==> config.mk <==
export PLATFORM = sky130hd
export DESIGN_NAME = countdown_timer_core
export DESIGN_NICKNAME = d
export VERILOG_FILES = /design/src/rtl/cdt_pkg.sv /design/src/rtl/cdt_dur.sv /design/src/rtl/cdt_core.sv /design/src/rtl/countdown_timer_core.sv
export SDC_FILE = /design/constraint.sdc
export NUM_CORES = 1
export LEC_CHECK = 0
export BUFFER_PORTS_ARGS = -buffer_cell sky130_fd_sc_hd__buf_2
export CAP_MARGIN = 40
export CELL_PAD_IN_SITES_DETAIL_PLACEMENT = 0
export CELL_PAD_IN_SITES_GLOBAL_PLACEMENT = 1
export CORE_MARGIN = 10
export CORE_UTILIZATION = 40
export DETAILED_ROUTE_END_ITERATION = 6
export PLACE_DENSITY = 0.75
export SETUP_SLACK_MARGIN = 0.1
export SYNTH_ARGS = -nofsm -noshare
export SYNTH_HDL_FRONTEND = slang
export SYNTH_HIERARCHICAL = 1
export SYNTH_SLANG_ARGS = --single-unit
==> constraint.sdc <==
create_clock -name clock -period 6.9 [get_ports clock]
set_input_delay 0.69 -clock clock [delete_from_list [all_inputs] [get_ports clock]]
set_output_delay 0.69 -clock clock [all_outputs]
set_load 0.05 [all_outputs]
==> src/rtl/cdt_pkg.sv <==
// shared types, codes and constants for the countdown timer
package cdt_pkg;

   localparam int FUNC_W    = 3;
   localparam int HOURS_W   = 7;
   localparam int MINUTES_W = 6;
   localparam int SECONDS_W = 6;
   localparam int STATE_W   = 2;
   localparam int REM_W     = 29;

   localparam int HOURS_MAX_DEF = 99;
   localparam int MIN_SEC_MAX   = 59;
   localparam int MS_PER_HOUR   = 3600 * 1000;
   localparam int MS_PER_MINUTE = 60 * 1000;
   localparam int MS_PER_SECOND = 1000;

   localparam logic [REM_W-1:0] REM_MAX = {REM_W{1'b1}};

   localparam logic [FUNC_W-1:0] FUNC_TICK   = 3'd0;
   localparam logic [FUNC_W-1:0] FUNC_SET    = 3'd1;
   localparam logic [FUNC_W-1:0] FUNC_START  = 3'd2;
   localparam logic [FUNC_W-1:0] FUNC_PAUSE  = 3'd3;
   localparam logic [FUNC_W-1:0] FUNC_CANCEL = 3'd4;

   localparam logic [STATE_W-1:0] ST_IDLE    = 2'd0;
   localparam logic [STATE_W-1:0] ST_SET     = 2'd1;
   localparam logic [STATE_W-1:0] ST_RUNNING = 2'd2;
   localparam logic [STATE_W-1:0] ST_PAUSED  = 2'd3;

   typedef struct packed {
      logic [FUNC_W-1:0] func;
      logic [REM_W-1:0]  duration;
   } cmd_type;

   typedef struct packed {
      logic [STATE_W-1:0] timer_state;
      logic [REM_W-1:0]   remaining_ms;
      logic               done_res;
   } result_type;

endpackage

==> src/rtl/cdt_dur.sv <==
// duration in milliseconds from clamped hours, minutes and seconds
module cdt_dur
   import cdt_pkg::*;
#(
   parameter int HOURS_MAX = HOURS_MAX_DEF
) (
   input  logic [HOURS_W-1:0]   hours,
   input  logic [MINUTES_W-1:0] minutes,
   input  logic [SECONDS_W-1:0] seconds,
   output logic [REM_W-1:0]     duration
);

   logic [HOURS_W-1:0]   hours_c;
   logic [MINUTES_W-1:0] minutes_c;
   logic [SECONDS_W-1:0] seconds_c;
   logic [33:0]          total;

   always_comb begin
      hours_c   = (32'(hours) > 32'(HOURS_MAX)) ? HOURS_W'(HOURS_MAX) : hours;
      minutes_c = (32'(minutes) > 32'(MIN_SEC_MAX)) ? MINUTES_W'(MIN_SEC_MAX) : minutes;
      seconds_c = (32'(seconds) > 32'(MIN_SEC_MAX)) ? SECONDS_W'(MIN_SEC_MAX) : seconds;
      total     = 34'(hours_c) * 34'(MS_PER_HOUR)
                + 34'(minutes_c) * 34'(MS_PER_MINUTE)
                + 34'(seconds_c) * 34'(MS_PER_SECOND);
      duration  = (total > 34'(REM_MAX)) ? REM_MAX : total[REM_W-1:0];
   end

endmodule

==> src/rtl/cdt_core.sv <==
// timer mode and remaining count, next state and result per command
module cdt_core
   import cdt_pkg::*;
(
   input  logic       clock,
   input  logic       reset,
   input  logic       cmd_valid,
   input  cmd_type    cmd,
   output result_type result
);

   logic [STATE_W-1:0] mode_ff, mode_in;
   logic [REM_W-1:0]   remaining_ff, remaining_in;
   logic               done;

   always_comb begin
      mode_in      = mode_ff;
      remaining_in = remaining_ff;
      done         = 1'b0;
      case (cmd.func)
         FUNC_TICK: begin
            if (mode_ff == ST_RUNNING) begin
               if (remaining_ff != '0) begin
                  remaining_in = remaining_ff - REM_W'(1);
               end
               if (remaining_ff <= REM_W'(1)) begin
                  mode_in = ST_IDLE;
                  done    = 1'b1;
               end
            end
         end
         FUNC_SET: begin
            if (mode_ff != ST_RUNNING && mode_ff != ST_PAUSED) begin
               remaining_in = cmd.duration;
               mode_in      = (cmd.duration != '0) ? ST_SET : ST_IDLE;
            end
         end
         FUNC_START: begin
            if (remaining_ff != '0) begin
               mode_in = ST_RUNNING;
            end
         end
         FUNC_PAUSE: begin
            if (mode_ff == ST_RUNNING) begin
               mode_in = ST_PAUSED;
            end
         end
         FUNC_CANCEL: begin
            remaining_in = '0;
            mode_in      = ST_IDLE;
         end
         default: begin
         end
      endcase
   end

   always_ff @(posedge clock) begin
      if (reset) begin
         mode_ff      <= ST_IDLE;
         remaining_ff <= '0;
      end else if (cmd_valid) begin
         mode_ff      <= mode_in;
         remaining_ff <= remaining_in;
      end
   end

   assign result.timer_state  = mode_in;
   assign result.remaining_ms = remaining_in;
   assign result.done_res     = done;

endmodule

==> src/rtl/countdown_timer_core.sv <==
// countdown timer top level: input register, timer logic, result register
// a request is registered in the input register, then its result in the result register
// throughput: one request per cycle; input and result registers advance together
// a stalled response holds the whole two-stage pipe
// reset (synchronous, active high) clears mode to idle, count to zero, valids low
module countdown_timer_core
   import cdt_pkg::*;
#(
   parameter int HOURS_MAX = HOURS_MAX_DEF
) (
   input  logic                 clock,
   input  logic                 reset,
   input  logic                 req_valid,
   output logic                 req_stall,
   input  logic [FUNC_W-1:0]    req_func,
   input  logic [HOURS_W-1:0]   req_hours,
   input  logic [MINUTES_W-1:0] req_minutes,
   input  logic [SECONDS_W-1:0] req_seconds,
   output logic                 rsp_valid,
   input  logic                 rsp_stall,
   output logic [STATE_W-1:0]   rsp_timer_state,
   output logic [REM_W-1:0]     rsp_remaining_ms,
   output logic                 rsp_done_res
);

   logic                 advance;
   logic                 in_valid_ff;
   logic [FUNC_W-1:0]    in_func_ff;
   logic [HOURS_W-1:0]   in_hours_ff;
   logic [MINUTES_W-1:0] in_minutes_ff;
   logic [SECONDS_W-1:0] in_seconds_ff;
   logic                 out_valid_ff;
   result_type           out_ff;
   result_type           result;
   cmd_type              cmd;

   assign advance   = !out_valid_ff || !rsp_stall;
   assign req_stall = !advance;

   always_ff @(posedge clock) begin
      if (reset) begin
         in_valid_ff  <= 1'b0;
         out_valid_ff <= 1'b0;
      end else if (advance) begin
         in_valid_ff  <= req_valid;
         out_valid_ff <= in_valid_ff;
      end
   end

   always_ff @(posedge clock) begin
      if (advance) begin
         in_func_ff    <= req_func;
         in_hours_ff   <= req_hours;
         in_minutes_ff <= req_minutes;
         in_seconds_ff <= req_seconds;
         out_ff        <= result;
      end
   end

   cdt_dur #(
      .HOURS_MAX (HOURS_MAX)
   ) u_dur (
      .hours    (in_hours_ff),
      .minutes  (in_minutes_ff),
      .seconds  (in_seconds_ff),
      .duration (cmd.duration)
   );

   assign cmd.func = in_func_ff;

   cdt_core u_core (
      .clock     (clock),
      .reset     (reset),
      .cmd_valid (in_valid_ff && advance),
      .cmd       (cmd),
      .result    (result)
   );

   assign rsp_valid        = out_valid_ff;
   assign rsp_timer_state  = out_ff.timer_state;
   assign rsp_remaining_ms = out_ff.remaining_ms;
   assign rsp_done_res     = out_ff.done_res;

endmodule

==> results.yml <==
critical_path:
  cpMostUsedCell: "fa_1"
  slowest_stage: "fa_1"
  crit_path_end_kind: "register"
  crit_path_start_kind: "register"
  cp.required_ns: 7.00
  cp_max_fo: 3
  worst_ep_arrival_time_ns: 7.37
  critPathKind: "reg2reg"
  cp_slowest_stage_delay_ns: 0.56
place:
  io_buffers: 59
  gp_congestion: 0.929
  dpl.cell_count: 1707
  hpwl_um: 24100
final_layout:
  fillerInstances: 2392
  antenna_cells: 0
  multi_input_area_mm2: 0.00865
  drive_gt1_frac: 0.298
  fin_nets: 1637
  layout.cells.non_filler: 1757
  syn_to_final_growth_pct: 27.0
  final-seq-area_mm2: 0.00228
sta:
  tightest_slew_ns: 1.05
  fin_crit_sh: 1.05
  slew_violations: 0
  hold_viol: 0
  tns_ns: -3.78
  finalWorstSetupSlack_ns: -0.371
  max_slew_margin: 0.296
  fmax_mhz: 138
  setup_violations: 26
  fin_crit_ns: 7.27
  rsz0062_at_grt: "yes"
  skew_ns: 0.0144
drt:
  via_count: 9923
  drc_errors: 0
  drt-initial-drc-count: 747
  dr.pass1.iters: 5
  wl_per_cell_um: 18.2
  antenna_left: 0
  wl_um: 32000
  vias_per_cell: 5.65
cts:
  htree_levels: 3
  cts_made_buffers: 9
  root_buffer: "clkbuf_16"
  clk-insertion-delay-late_ns: 0.36
  ctsHoldBuffers: 0
  cts.clk_slew.worst_paths_ns: 0.08
  clk_path_buf_depth: 2
  cts_tree: "built"
  cts_sinks: 87
synthesis:
  synth_cells: 1232
  netlist_area_mm2: 0.0110
  yosysTopAreaCell: "ha_1"
  yosysWarnings: 6
  synth_compound_area_frac: 0.198
  synthMuxAreaShare: 0.0203
  synth-simple-area-share: 0.176
  synth_top_family_by_area: "adder cells"
  synthMostInstantiatedCell: "inv_1"
  synth_area_leaders: "ha_1 (16%), edfxtp_1 (15%), fa_1 (12%), dfxtp_1 (6.0%), inv_1 (5.5%)"
  synth-xor-area-share: 0.0399
  synth_nets: 1458
  ys_seq_area_frac: 0.208
  ys_seq_elements: 87
  ys_types: 98
  synth_commonest_cells: "inv_1 (162), ha_1 (136), nand2_1 (67), fa_1 (64), nor2_1 (58)"
  synth_top_area_frac: 0.155
  avgSynthCellArea_um2: 8.91
  synth-main-ff-cell: "edfxtp_1"
  synth_edf_count: 54
  synthArstFlopShare: 0
  synth_fa_ha_area_frac: 0.272
floorplan:
  die_h_um: 186
  ios: 60
  core-area_mm2: 0.0270
  rows: 60
  dieArea_mm2: 0.0345
  fp.dieW_um: 186
  start_util: 0.407
grt:
  grt_pass1_vias: 9854
  grt_start_max_net_pins: 56
  gr-total-overflow: 0
  grt.total_usage: 0.185
  antenna_found_initial: 0
  grt_pass1_wl_um: 51500
flow_run:
  cap_violations: 0
outcome:
  status: "complete, but fails checks"
  violations: "negative setup slack"
min_path:
  hold_path.class: "reg2reg"
-- logic make-up after synthesis --
| kind of cell | count (synthesis) |
|---|---|
| XOR/XNOR | 50 |
| AO/OA/AOI/OAI | 304 |
| flip-flops | 87 |
| adder cells (fa/ha/maj) | 200 |
| buffers and inverters | 224 |
| multiplexers | 21 |
| AND/OR/NAND/NOR | 346 |
-- cells in the final DEF, fill, tap and decap left out, types with 12 or more instances in the layout --
cell type,netlist,routed
nand3_1,25,21
nor3_1,38,31
xor2_1,19,18
buf_6,6,23
nor4_1,25,22
fa_1,64,63
buf_2,13,59
a211oi_1,17,14
o21a_1,15,15
xnor2_1,31,29
dfxtp_1,33,33
nand2_1,67,55
edfxtp_1,54,54
o21ai_0,52,31
a21oi_1,53,39
inv_1,162,154
a21oi_2,1,13
nand2_4,0,21
buf_4,10,141
ha_1,136,123
nor2_1,58,56
o21ai_1,4,17
nand2b_1,23,22
nand4_1,14,14
a31oi_1,17,12
a21o_1,22,22
-- state kept, by name, indices dropped and copies added (netlist names) --
| signal | cells |
|---|---|
| rsp_remaining_ms | 29 |
| u_core/remaining_ff | 29 |
| in_hours_ff | 7 |
| in_minutes_ff | 6 |
| in_seconds_ff | 6 |
| in_func_ff | 3 |
| rsp_timer_state | 2 |
| u_core/mode_ff | 2 |
| in_valid_ff | 1 |
| rsp_done_res | 1 |
| rsp_valid | 1 |
-- critical path: cells and delay by family, from the launching register on --
family	cells	cell delay [ns]
mux	2	0.61
fa+ha+maj	7	2.83
xor+xnor	1	0.16
simple gates	11	1.67
compound gates	5	0.95
flops	1	0.41
buf+inv	6	0.41
-- layer usage --
| metal | vias to the layer above | part of all wire | track usage |
|---|---|---|---|
| met4 | 0 | 0.012 | 0.0426 |
| met3 | 24 | 0.065 | 0.0320 |
| met2 | 287 | 0.47 | 0.301 |
| met1 | 4788 | 0.46 | 0.251 |
| li1 | 4824 | - | - |
| met5 | - | 0 | 0 |
-- final timing paths --
kind	cells after the start	end	slack (ns)	from
max	32	rsp_remaining_ms[27]$_DFFE_PP_	-0.37	in_hours_ff[4]$_DFFE_PP_
min	2	in_valid_ff$_SDFFE_PP0P_	0.50	in_valid_ff$_SDFFE_PP0P_
max reg2reg	32	rsp_remaining_ms[27]$_DFFE_PP_	-0.37	in_hours_ff[4]$_DFFE_PP_
min reg2reg	2	in_valid_ff$_SDFFE_PP0P_	0.50	in_valid_ff$_SDFFE_PP0P_
-- what timing repair did --
action	4_1_cts	5_1_grt
endpoints found under the setup margin	44	60
buffers inserted	20	13
gates resized for setup	88	87
pin swaps	40	39
-- area by class of cell --
type                    instances  area share
inverters                     165      0.0448
flip-flops and latches         87       0.164
well taps                     341      0.0306
clock buffers                  10      0.0171
multi-input cells             921       0.620
clock inverters                 6     0.00350
repair buffers                227       0.120
-- metrics by stage --
stage | worst slack (ns) | area, um2 | util | hold slack, ns
final | -0.371 | 13900 | 0.517 | 0.500
after global routing | -0.636 | 13900 | 0.517 | 0.499
after CTS | -0.330 | 13400 | 0.497 | 0.492
after detailed placement | -0.470 | 12600 | 0.467 | 0.493
after global placement | -0.403 | 12600 | 0.466 | 0.464
after floorplan | -0.0997 | 11200 | - | 0.451
Power is left out: the tool's default activity adds up to more than one toggle a clock period on the data nets, which glitch-free logic cannot reach.
